==> src/hw/rtl/smx_pkg.sv <==
package smx_pkg;

    typedef struct packed {
        logic signed [15:0] score;
        logic               last_in;
    } in_t;

    typedef struct packed {
        logic [15:0] probability;
        logic        last_out;
        logic        truncated;
    } out_t;

    // operand select of the shared multiplier
    typedef enum logic [2:0] {
        MOP_NONE = 3'd0,
        MOP_Y    = 3'd1,
        MOP_P1   = 3'd2,
        MOP_P2   = 3'd3,
        MOP_P3   = 3'd4,
        MOP_R    = 3'd5
    } mop_t;

    typedef struct packed {
        logic load;
        logic rd;
        logic idx_clr;
        logic idx_inc;
        mop_t mop;
        logic e_ld;
        logic acc;
        logic div_init;
        logic div_step;
        logic clear;
    } cmd_t;

    typedef struct packed {
        logic idx_last;
    } sts_t;

    localparam logic [16:0] LOG2E_Q16 = 17'd94548;
    localparam logic [16:0] POLY_C1   = 17'd45618;
    localparam logic [16:0] POLY_C2   = 17'd14713;
    localparam logic [16:0] POLY_C3   = 17'd5206;
    localparam logic [16:0] ONE_Q16   = 17'h10000;
    localparam logic [22:0] SUM_LIMIT = 23'h7FFFFF;
    localparam int          DIV_STEPS = 33;

endpackage

==> src/hw/rtl/smx_ctrl.sv <==
module smx_ctrl (
    input  logic          clk,
    input  logic          rst_n,
    input  logic          start,
    input  logic          last_in,
    input  smx_pkg::sts_t sts,
    output smx_pkg::cmd_t cmd,
    output logic          busy,
    output logic          emit
);

    typedef enum logic [10:0] {
        S_LOAD = 11'b00000000001,
        S_RD   = 11'b00000000010,
        S_Y    = 11'b00000000100,
        S_P1   = 11'b00000001000,
        S_P2   = 11'b00000010000,
        S_P3   = 11'b00000100000,
        S_E    = 11'b00001000000,
        S_ACC  = 11'b00010000000,
        S_DIV  = 11'b00100000000,
        S_MULR = 11'b01000000000,
        S_OUT  = 11'b10000000000
    } state_t;

    state_t      state_reg, state_next;
    logic        pass_reg, pass_next;
    logic [5:0]  cnt_reg, cnt_next;

    always_ff @(posedge clk or negedge rst_n) begin
        if (!rst_n)
        begin
            state_reg <= S_LOAD;
            pass_reg  <= 1'b0;
            cnt_reg   <= '0;
        end
        else
        begin
            state_reg <= state_next;
            pass_reg  <= pass_next;
            cnt_reg   <= cnt_next;
        end
    end

    always_comb begin
        state_next = state_reg;
        pass_next  = pass_reg;
        cnt_next   = cnt_reg;
        cmd        = '0;
        cmd.mop    = smx_pkg::MOP_NONE;
        busy       = 1'b1;
        emit       = 1'b0;
        unique case (state_reg)
            S_LOAD:
            begin
                busy = 1'b0;
                if (start)
                begin
                    cmd.load = 1'b1;
                    if (last_in)
                    begin
                        cmd.idx_clr = 1'b1;
                        pass_next   = 1'b0;
                        state_next  = S_RD;
                    end
                end
            end
            S_RD:
            begin
                cmd.rd     = 1'b1;
                state_next = S_Y;
            end
            S_Y:
            begin
                cmd.mop    = smx_pkg::MOP_Y;
                state_next = S_P1;
            end
            S_P1:
            begin
                cmd.mop    = smx_pkg::MOP_P1;
                state_next = S_P2;
            end
            S_P2:
            begin
                cmd.mop    = smx_pkg::MOP_P2;
                state_next = S_P3;
            end
            S_P3:
            begin
                cmd.mop    = smx_pkg::MOP_P3;
                state_next = S_E;
            end
            S_E:
            begin
                cmd.e_ld   = 1'b1;
                state_next = pass_reg ? S_MULR : S_ACC;
            end
            S_ACC:
            begin
                cmd.acc = 1'b1;
                if (sts.idx_last)
                begin
                    cmd.div_init = 1'b1;
                    cnt_next     = '0;
                    state_next   = S_DIV;
                end
                else
                begin
                    cmd.idx_inc = 1'b1;
                    state_next  = S_RD;
                end
            end
            S_DIV:
            begin
                cmd.div_step = 1'b1;
                cnt_next     = cnt_reg + 6'd1;
                if (cnt_reg == 6'(smx_pkg::DIV_STEPS - 1))
                begin
                    cmd.idx_clr = 1'b1;
                    pass_next   = 1'b1;
                    state_next  = S_RD;
                end
            end
            S_MULR:
            begin
                cmd.mop    = smx_pkg::MOP_R;
                state_next = S_OUT;
            end
            S_OUT:
            begin
                emit = 1'b1;
                if (sts.idx_last)
                begin
                    cmd.clear  = 1'b1;
                    state_next = S_LOAD;
                end
                else
                begin
                    cmd.idx_inc = 1'b1;
                    state_next  = S_RD;
                end
            end
            default:
            begin
                state_next = S_LOAD;
            end
        endcase
    end

endmodule

==> src/hw/rtl/smx_datapath.sv <==
module smx_datapath #(
    parameter int MAX_LEN = 64
) (
    input  logic          clk,
    input  logic          rst_n,
    input  smx_pkg::in_t  request,
    input  smx_pkg::cmd_t cmd,
    output smx_pkg::sts_t sts,
    output smx_pkg::out_t result
);

    localparam int AW = (MAX_LEN > 1) ? $clog2(MAX_LEN) : 1;
    localparam int CW = $clog2(MAX_LEN + 1);

    logic signed [15:0] store_mem [MAX_LEN];

    logic [CW-1:0]      count_reg;
    logic signed [15:0] max_reg;
    logic [22:0]        sum_reg;
    logic               ovf_reg;
    logic [AW-1:0]      idx_reg;
    logic signed [15:0] sc_reg;
    logic [8:0]         k_reg;
    logic [16:0]        u_reg;
    logic [17:0]        p_reg;
    logic [15:0]        e_reg;
    logic [23:0]        rem_reg;
    logic [16:0]        q_reg;
    logic               first_reg;
    logic [15:0]        prob_reg;
    logic               last_reg;

    logic               full;
    logic [16:0]        mul_a, mul_b;
    logic [33:0]        prod;
    logic [15:0]        n_diff;
    logic [16:0]        m_val, m_shift;
    logic [15:0]        e_val;
    logic [23:0]        sum_add, rem_sh;
    logic [16:0]        r_use;

    assign full   = (count_reg == CW'(MAX_LEN));
    assign n_diff = 16'(max_reg - sc_reg);
    assign sts.idx_last = ((CW'(idx_reg) + CW'(1)) == count_reg);

    // shared 17x17 multiplier
    always_comb begin
        mul_a = '0;
        mul_b = '0;
        unique case (cmd.mop)
            smx_pkg::MOP_Y:  begin mul_a = {1'b0, n_diff}; mul_b = smx_pkg::LOG2E_Q16; end
            smx_pkg::MOP_P1: begin mul_a = smx_pkg::POLY_C3; mul_b = u_reg; end
            smx_pkg::MOP_P2: begin mul_a = p_reg[16:0]; mul_b = u_reg; end
            smx_pkg::MOP_P3: begin mul_a = p_reg[16:0]; mul_b = u_reg; end
            smx_pkg::MOP_R:  begin mul_a = {1'b0, e_reg}; mul_b = r_use; end
            default:         begin mul_a = '0; mul_b = '0; end
        endcase
    end
    assign prod = 34'(mul_a) * 34'(mul_b);

    assign m_val   = p_reg[17:1];
    assign m_shift = m_val >> k_reg[4:0];
    always_comb begin
        if (k_reg >= 9'd17)
            e_val = '0;
        else if (m_shift > 17'd65535)
            e_val = 16'hFFFF;
        else
            e_val = m_shift[15:0];
    end

    assign sum_add = {1'b0, sum_reg} + {8'd0, e_reg};
    assign rem_sh  = {rem_reg[22:0], first_reg};
    // sum never drops below one full-scale exponential, so the quotient fits 17 bits
    assign r_use   = (sum_reg == '0) ? '0 : q_reg;

    always_ff @(posedge clk) begin
        if (cmd.load && !full)
            store_mem[count_reg[AW-1:0]] <= request.score;
        if (cmd.rd)
            sc_reg <= store_mem[idx_reg];
    end

    always_ff @(posedge clk) begin
        unique case (cmd.mop)
            smx_pkg::MOP_Y:
            begin
                k_reg <= prod[32:24];
                u_reg <= smx_pkg::ONE_Q16 - {1'b0, prod[23:8]};
            end
            smx_pkg::MOP_P1: p_reg <= prod[33:16] + {1'b0, smx_pkg::POLY_C2};
            smx_pkg::MOP_P2: p_reg <= prod[33:16] + {1'b0, smx_pkg::POLY_C1};
            smx_pkg::MOP_P3: p_reg <= prod[33:16] + {1'b0, smx_pkg::ONE_Q16};
            smx_pkg::MOP_R:
            begin
                prob_reg <= (prod[33:32] != 2'd0) ? 16'hFFFF : prod[31:16];
                last_reg <= sts.idx_last;
            end
            default:
            begin
            end
        endcase
        if (cmd.e_ld)
            e_reg <= e_val;
        if (cmd.div_init)
        begin
            rem_reg   <= '0;
            q_reg     <= '0;
            first_reg <= 1'b1;
        end
        else if (cmd.div_step)
        begin
            first_reg <= 1'b0;
            if (rem_sh >= {1'b0, sum_reg})
            begin
                rem_reg <= rem_sh - {1'b0, sum_reg};
                q_reg   <= {q_reg[15:0], 1'b1};
            end
            else
            begin
                rem_reg <= rem_sh;
                q_reg   <= {q_reg[15:0], 1'b0};
            end
        end
    end

    always_ff @(posedge clk or negedge rst_n) begin
        if (!rst_n)
        begin
            count_reg <= '0;
            max_reg   <= 16'sh8000;
            sum_reg   <= '0;
            ovf_reg   <= 1'b0;
            idx_reg   <= '0;
        end
        else
        begin
            if (cmd.clear)
            begin
                count_reg <= '0;
                max_reg   <= 16'sh8000;
                sum_reg   <= '0;
                ovf_reg   <= 1'b0;
            end
            else if (cmd.load)
            begin
                if (full)
                    ovf_reg <= 1'b1;
                else
                begin
                    count_reg <= count_reg + CW'(1);
                    if (request.score > max_reg)
                        max_reg <= request.score;
                end
            end
            if (cmd.acc)
                sum_reg <= sum_add[23] ? smx_pkg::SUM_LIMIT : sum_add[22:0];
            if (cmd.idx_clr)
                idx_reg <= '0;
            else if (cmd.idx_inc)
                idx_reg <= idx_reg + AW'(1);
        end
    end

    assign result.probability = prob_reg;
    assign result.last_out    = last_reg;
    assign result.truncated   = ovf_reg;

endmodule

==> src/hw/rtl/softmax_vector.sv <==
// Max-subtracted softmax. Scores load one per cycle while busy is low; the
// request marked last_in starts the passes and raises busy. The block then
// walks the buffer twice through one shared 17x17 multiplier: a first pass
// rebuilds each entry's exp and adds it to the sum, a restoring reciprocal
// division follows, then a second pass rebuilds each exp, scales it and
// presents it. Each probability shows for one cycle with result_valid
// and must be captured then; the receiver cannot stall. Scores past MAX_LEN
// are dropped and flagged in truncated on every result of that vector.
module softmax_vector #(
    parameter int MAX_LEN = 64
) (
    input  logic          clk,
    input  logic          rst_n,
    input  logic          start,
    output logic          busy,
    input  smx_pkg::in_t  request,
    output logic          result_valid,
    output smx_pkg::out_t result
);

    smx_pkg::cmd_t cmd;
    smx_pkg::sts_t sts;

    smx_ctrl u_ctrl (
        .clk     (clk),
        .rst_n   (rst_n),
        .start   (start),
        .last_in (request.last_in),
        .sts     (sts),
        .cmd     (cmd),
        .busy    (busy),
        .emit    (result_valid)
    );

    smx_datapath #(
        .MAX_LEN (MAX_LEN)
    ) u_datapath (
        .clk     (clk),
        .rst_n   (rst_n),
        .request (request),
        .cmd     (cmd),
        .sts     (sts),
        .result  (result)
    );

endmodule
==> config.mk <==
export PLATFORM = sky130hd
export DESIGN_NAME = softmax_vector
export DESIGN_NICKNAME = d
export VERILOG_FILES = /design/src/hw/rtl/smx_pkg.sv /design/src/hw/rtl/smx_ctrl.sv /design/src/hw/rtl/smx_datapath.sv /design/src/hw/rtl/softmax_vector.sv
export SDC_FILE = /design/constraint.sdc
export NUM_CORES = 2
export LEC_CHECK = 0
export ABC_AREA = 1
export BUFFER_PORTS_ARGS = -buffer_cell sky130_fd_sc_hd__buf_4
export CAP_MARGIN = 20
export CORE_ASPECT_RATIO = 1.2
export CORE_UTILIZATION = 30
export CTS_BUF_LIST = sky130_fd_sc_hd__clkbuf_8
export DETAILED_ROUTE_END_ITERATION = 7
export GPL_ROUTABILITY_DRIVEN = 0
export PLACE_DENSITY = 0.56
export SETUP_SLACK_MARGIN = 0.3
export SYNTH_ARGS = -nofsm -noshare
export SYNTH_HDL_FRONTEND = slang
export SYNTH_SLANG_ARGS = --single-unit
export TNS_END_PERCENT = 30
==> constraint.sdc <==
create_clock -name clk -period 7.9 [get_ports clk]
set_clock_uncertainty 0.2 [all_clocks]
set_input_delay 0.79 -clock clk [delete_from_list [all_inputs] [get_ports clk]]
set_output_delay 0.79 -clock clk [all_outputs]
set_load 0.01 [all_outputs]
== Yosys cells after proc, flatten, opt, wreduce, memory -nomap -nowiden ==
Memories as Yosys holds them, arrays and structs flattened. A register that Yosys moved wholly into a read port is not among the register bits.
Index checks and enable logic that the tools add are counted.
Cells by class
  shifts and indexed selects: 1
  multiplexer cells: 54
  magnitude comparators: 4
  $add $sub $neg: 11
  equal/unequal tests: 24
  $mul: 1
  reductions and logical operators: 21
Operators with widths (number)
  $pmux 11 s11: 1
  $mux 23: 4
  $mux 16: 5
  $pmux 17 s4: 1
  $pmux 18 s3: 1
  $pmux 17 s3: 1
  $mul 17x17->34: 1
  $mux 11: 3
  $add 23x16->24: 1
  $ge 24x23->1: 1
  $logic_not 23->1: 1
  $mux 1: 23
  $sub 23x23->23: 1
  $mux 7: 3
  $add 18x14->18 const B: 1
  $add 18x16->18 const B: 1
  $add 18x17->18 const B: 1
  $mux 6: 3
  $gt 17x16->1 const B: 1
  $mux 17: 1
  $shr 17x5->17: 1
  $sub 17x16->17 const A: 1
  $gt 16x16->1: 1
  $reduce_bool 2->1: 8
  38 further kinds: 50
Storage, ports and cells
  memory bits (writable): 1024
  memories: 1
  bits in registers: 189
  output and inout port bits: 20
  bits of input ports: 20
Memory list
  u_datapath.store_mem: depth 64, bits a word 16, rd ports 1, clocked after memory_dff 1, write ports 1, RTL line smx_datapath.sv:15  | logic signed [15:0] store_mem [MAX_LEN];

== Longest topological paths before layout ==
  depth after elaboration: 8
  mapped depth: 51

== Cells and area by module ==
Synthesis repeated with hierarchy kept, for this count alone.
Second synthesis, totals
  cells, all modules: 6267
  area total of the unflattened synthesis: 64327.9 µm²
Modules (own cells, without submodules)
  smx_datapath: times used 1, cells each 6119, area an instance 63249.4 µm²
  smx_ctrl: times used 1, cells each 148, area an instance 1078.5 µm²

== Worst setup path after synthesis ==
Ideal clock, no wire load.
  kind: register to register
  start point: register u_datapath.max_reg[0]
  end point: register u_datapath.prob_reg[4] (data pin)
  arrival time: 7660 ps
  buffers on the path: 2
  path slack: -225 ps
  setup time: 265 ps
  cell stages (with the launch flop): 43
  required time: 7435 ps
  clock period less this slack: 8125 ps
  cells stage by stage: dfrtp_1 -> inv_1 -> ha_1 -> inv_1 -> fa_1 -> nand3_1 -> nand2_1 -> nand2_1 -> nand2_1 -> a21oi_1 -> nor2_1 -> o22ai_1 -> o21ai_0 -> nand3_1 -> nand2_1 -> nand2_1 -> nand3_1 -> nand2_2 -> (+7 left out) -> inv_1 -> fa_1 -> inv_1 -> ha_1 -> nand2_1 -> nor2_1 -> and3_1 -> nand2_1 -> nand2_1 -> nand2_1 -> nand2_1 -> nand3_1 -> nand4_1 -> xor2_1 -> ha_1 -> buf_1 -> clkbuf_1 -> nand2_1
Between the ends
  cells in the longest elaborated chain, start to end: 4
RTL lines
  from (decl): RTL line smx_datapath.sv:18  | logic signed [15:0] max_reg;
  from (signal assigned): RTL line smx_datapath.sv:153  | max_reg <= request.score;
  $sub 16x16->16 *: RTL line smx_datapath.sv:43  | assign n_diff = 16'(max_reg - sc_reg);
  $pmux 17 s4 *: RTL line smx_datapath.sv:50  | unique case (cmd.mop)
  $mul 17x17->34 *: RTL line smx_datapath.sv:59  | assign prod = 34'(mul_a) * 34'(mul_b);
  $reduce_bool 2->1: RTL line smx_datapath.sv:96  | prob_reg <= (prod[33:32] != 2'd0) ? 16'hFFFF : prod[31:16];
  to (signal assigned): RTL line smx_datapath.sv:96
  to (decl): RTL line smx_datapath.sv:30  | logic [15:0] prob_reg;
Mark *: on every way between the ends. The rest lies on a longest branch, timed or not.
A chain may end at the register's enable or synchronous reset.

== Worst setup path in the final report ==
  start point: register u_datapath.max_reg[0]
  end point: register u_datapath.p_reg[13] (data pin)
Between the ends
  cells in the longest elaborated chain, start to end: 5
RTL lines
  $sub 16x16->16 *: RTL line smx_datapath.sv:43
  $pmux 17 s4 *: RTL line smx_datapath.sv:50
  $mul 17x17->34 *: RTL line smx_datapath.sv:59
  $add 18x17->18, or another cell as far along: RTL line smx_datapath.sv:93  | smx_pkg::MOP_P3: p_reg <= prod[33:16] + {1'b0, smx_pkg::ONE_Q16};
  $pmux 18 s3 *: RTL line smx_datapath.sv:85  | unique case (cmd.mop)
  to (signal assigned): RTL line smx_datapath.sv:91  | smx_pkg::MOP_P1: p_reg <= prod[33:16] + {1'b0, smx_pkg::POLY_C2};
  to (signal assigned): RTL line smx_datapath.sv:92  | smx_pkg::MOP_P2: p_reg <= prod[33:16] + {1'b0, smx_pkg::POLY_C1};
  to (signal assigned): RTL line smx_datapath.sv:93
  to (decl): RTL line smx_datapath.sv:25  | logic [17:0] p_reg;
Marks and branches as above.

==> flow_summary.json <==
{
  "firstDrtPassIters": 7,
  "syn_nets": 6725,
  "area_delta_synth_final_pct": 19.5,
  "layout.nets": 7194,
  "synthTopCellsByArea": "edfxtp_1 52%, fa_1 7.0%, o21ai_0 5.9%",
  "synth_area_per_cell_um2": 10.2,
  "rows": 185,
  "syn_inst": 6293,
  "drt-total-wl_um": 199000,
  "dieArea_um2": 216000,
  "clock_path_buffers": 3,
  "synthesis.area_um2": 64100,
  "synth_cell_types": 64,
  "clk_pin_slew_ns": 0.06,
  "hold_class": "primary input to flop",
  "violations": "negative setup slack",
  "initial_core_util_pct": 30.2,
  "powerDensity_nw_per_um2": 241,
  "die_h_um": 508,
  "layout_setup_ws_ns": -0.178,
  "synth-seq-area-share_pct": 56.4,
  "grt_pass1_wl_um": 298000,
  "cp.required_ns": 8.34,
  "grt.total_usage_pct": 18.1,
  "synth-warning-count": 0,
  "worstPathArrival_ns": 8.52,
  "fin_setup_tns_ns": -2.44,
  "fmax_ghz": 0.124,
  "cts_buffers": 197,
  "max_slew_margin_pct": 31.7,
  "intPower_uw": 11600,
  "grt-ovfl-total": 0,
  "critical_path.endpoint_type": "flop",
  "finalCritPeriodShare_pct": 102,
  "critPathMostFrequentCell": "nand2_2",
  "cp_max_fo": 7,
  "period_minus_slack_ns": 8.08,
  "combPwrFrac_pct": 31.3,
  "synth-main-ff-cell": "edfxtp_1",
  "instances_no_fill": 9720,
  "initialDrtViolationCount": 4121,
  "setup_violations": 26,
  "synth.most_common_cell": "edfxtp_1",
  "core_um2": 212000,
  "synth-edff-count": 1117,
  "dr_total_vias": 48914,
  "crit_slowest_cell": "fa_1",
  "p_switching_uw": 6900,
  "grt_pass1_vias": 48523,
  "synth_top_area_cell": "edfxtp_1",
  "largest_reg_flops": 1024,
  "routedWlPerCell_um": 20.5,
  "dp.cells": 9317,
  "cts_tree": "built",
  "layout-drive-gt1-share_pct": 17.3,
  "ys_async_sr_fraction_pct": 5.78,
  "sw_frac_of_total_pct": 37.4,
  "crit_family": "adder cells",
  "clkPwrFrac_pct": 28.2,
  "worst_pin_slew_ns": 1.02,
  "slew_viol_final": 0,
  "criticalPathCategory": "flop to flop",
  "grt_antenna_before_repair": 6,
  "worst-path-buf-inv": 10,
  "dpl.hpwl_um": 130000,
  "p_leak_uw": 0.0308,
  "ios": 40,
  "seq_power_share_pct": 40.5,
  "drc": 0,
  "clk_latency_ns": 0.95,
  "grt_max_degree": 176,
  "status": "finished with violations",
  "cap_violations": 0,
  "die_w_um": 424,
  "synth_commonest_cells": "1,117 x edfxtp_1, 914 x nand2_1, 912 x nor2_1",
  "fin_util_pct": 36.1,
  "via_per_inst": 5.03,
  "clock_sinks": 1229,
  "root_buffer": "clkbuf_8",
  "pre_cts_ws_ns": -0.650,
  "synth-seq-cells": 1229,
  "start_kind": "flop",
  "synth_top_area_share_pct": 52.3,
  "hold_viol_final": 0,
  "rsz0062_at_grt": "yes",
  "ant_nets": 0,
  "portBuffers": 39,
  "ir_drop_mv": 0.231,
  "crit_path_max_incr_delay_ns": 0.59,
  "htree_num_levels": 4
}
[layer usage]
layer,up-vias,track usage [%],share of wire [%]
met5,-,0,0.0065
met4,2,7.27,4.0
met3,389,2.69,5.8
met2,1649,31.4,50
met1,24324,22.5,40
li1,22550,-,-
[power by group through the flow]
| stage | combinational [uW] | sequential [uW] | clock, uW |
|---|---|---|---|
| 6_report | 5780 | 7480 | 5200 |
| 5_1_grt | 6220 | 7490 | 5570 |
| 4_1_cts | 5680 | 7480 | 5330 |
| 3_5_place_dp | 5620 | 7610 | 0 |
| 3_3_place_gp | 5570 | 7610 | 0 |
| 2_1_floorplan | 3270 | 7520 | 0 |
[timing repair]
item                                    in CTS  in global routing
resized for setup                          189                215
endpoints found under the setup margin      55                 56
hold buffers                                11                  0
buffers inserted                            18                 22
pin swaps                                   69                111
hold endpoints to repair                   142                  0
[cell families (layout without fill, tap and decap cells)]
logic type / Yosys count / after routing / synth area share [%]
compound gates: 1382 / 1382 / 12.2
fa+ha+maj: 412 / 412 / 10.7
flops: 1229 / 1229 / 56.4
buf+inv: 1043 / 1658 / 6.26
simple gates: 2162 / 2162 / 13.6
mux: 2 / 2 / 0.0312
other cells: 0 / 7 / 0
xor+xnor: 63 / 63 / 0.861
[path summary, 6_finish.rpt]
kind / startpoint / to / slack (ns) / cells after the start
setup / recovery: u_datapath.max_reg[0] / u_datapath.p_reg[13] / -0.18 / 47
hold / removal: request[4] / u_datapath.store_mem[28][3] / 0.13 / 1
setup reg to reg: u_datapath.max_reg[0] / u_datapath.p_reg[13] / -0.18 / 47
hold reg to reg: u_ctrl.pass_reg / u_ctrl.state_reg[7] / 0.20 / 1
max in group asynchronous: rst_n / u_datapath.idx_reg[2] / 6.26 / 2
min in group asynchronous: rst_n / u_datapath.idx_reg[5] / 0.49 / 2
[placed cells by master, fill, tap and decap left out, types with 76 or more instances in the layout]
master and n:
o22ai_1 292, fa_1 218, inv_1 748, nand2_1 798
ha_1 167, a21oi_1 133, nand2_2 76, buf_4 512
o21ai_0 747, edfxtp_1 1117, clkbuf_8 201, nand3_1 168
nor2_1 872
[area by class of cell]
class,count,area [um^2]
diodes,7,17.5
fillers,21238,135000
clock inverters,144,883
flip-flops and latches,1229,36200
clock buffers,201,2770
multi-input cells,4021,25600
well taps,2805,3510
repair buffers,578,4850
inverters,735,2810
[metrics by stage]
step / total power, uW / hold WS, ns / cell area [um^2]
4_1_cts: 18500 / 0.0158 / 75600
3_3_place_gp: 13200 / 0.214 / 71100
2_1_floorplan: 10800 / 0.203 / 64400
6_report: 18500 / 0.128 / 76600
5_1_grt: 19300 / 0.0545 / 76600
3_5_place_dp: 13200 / 0.214 / 71100
No activity file was read; power rests on OpenSTA's default activity.
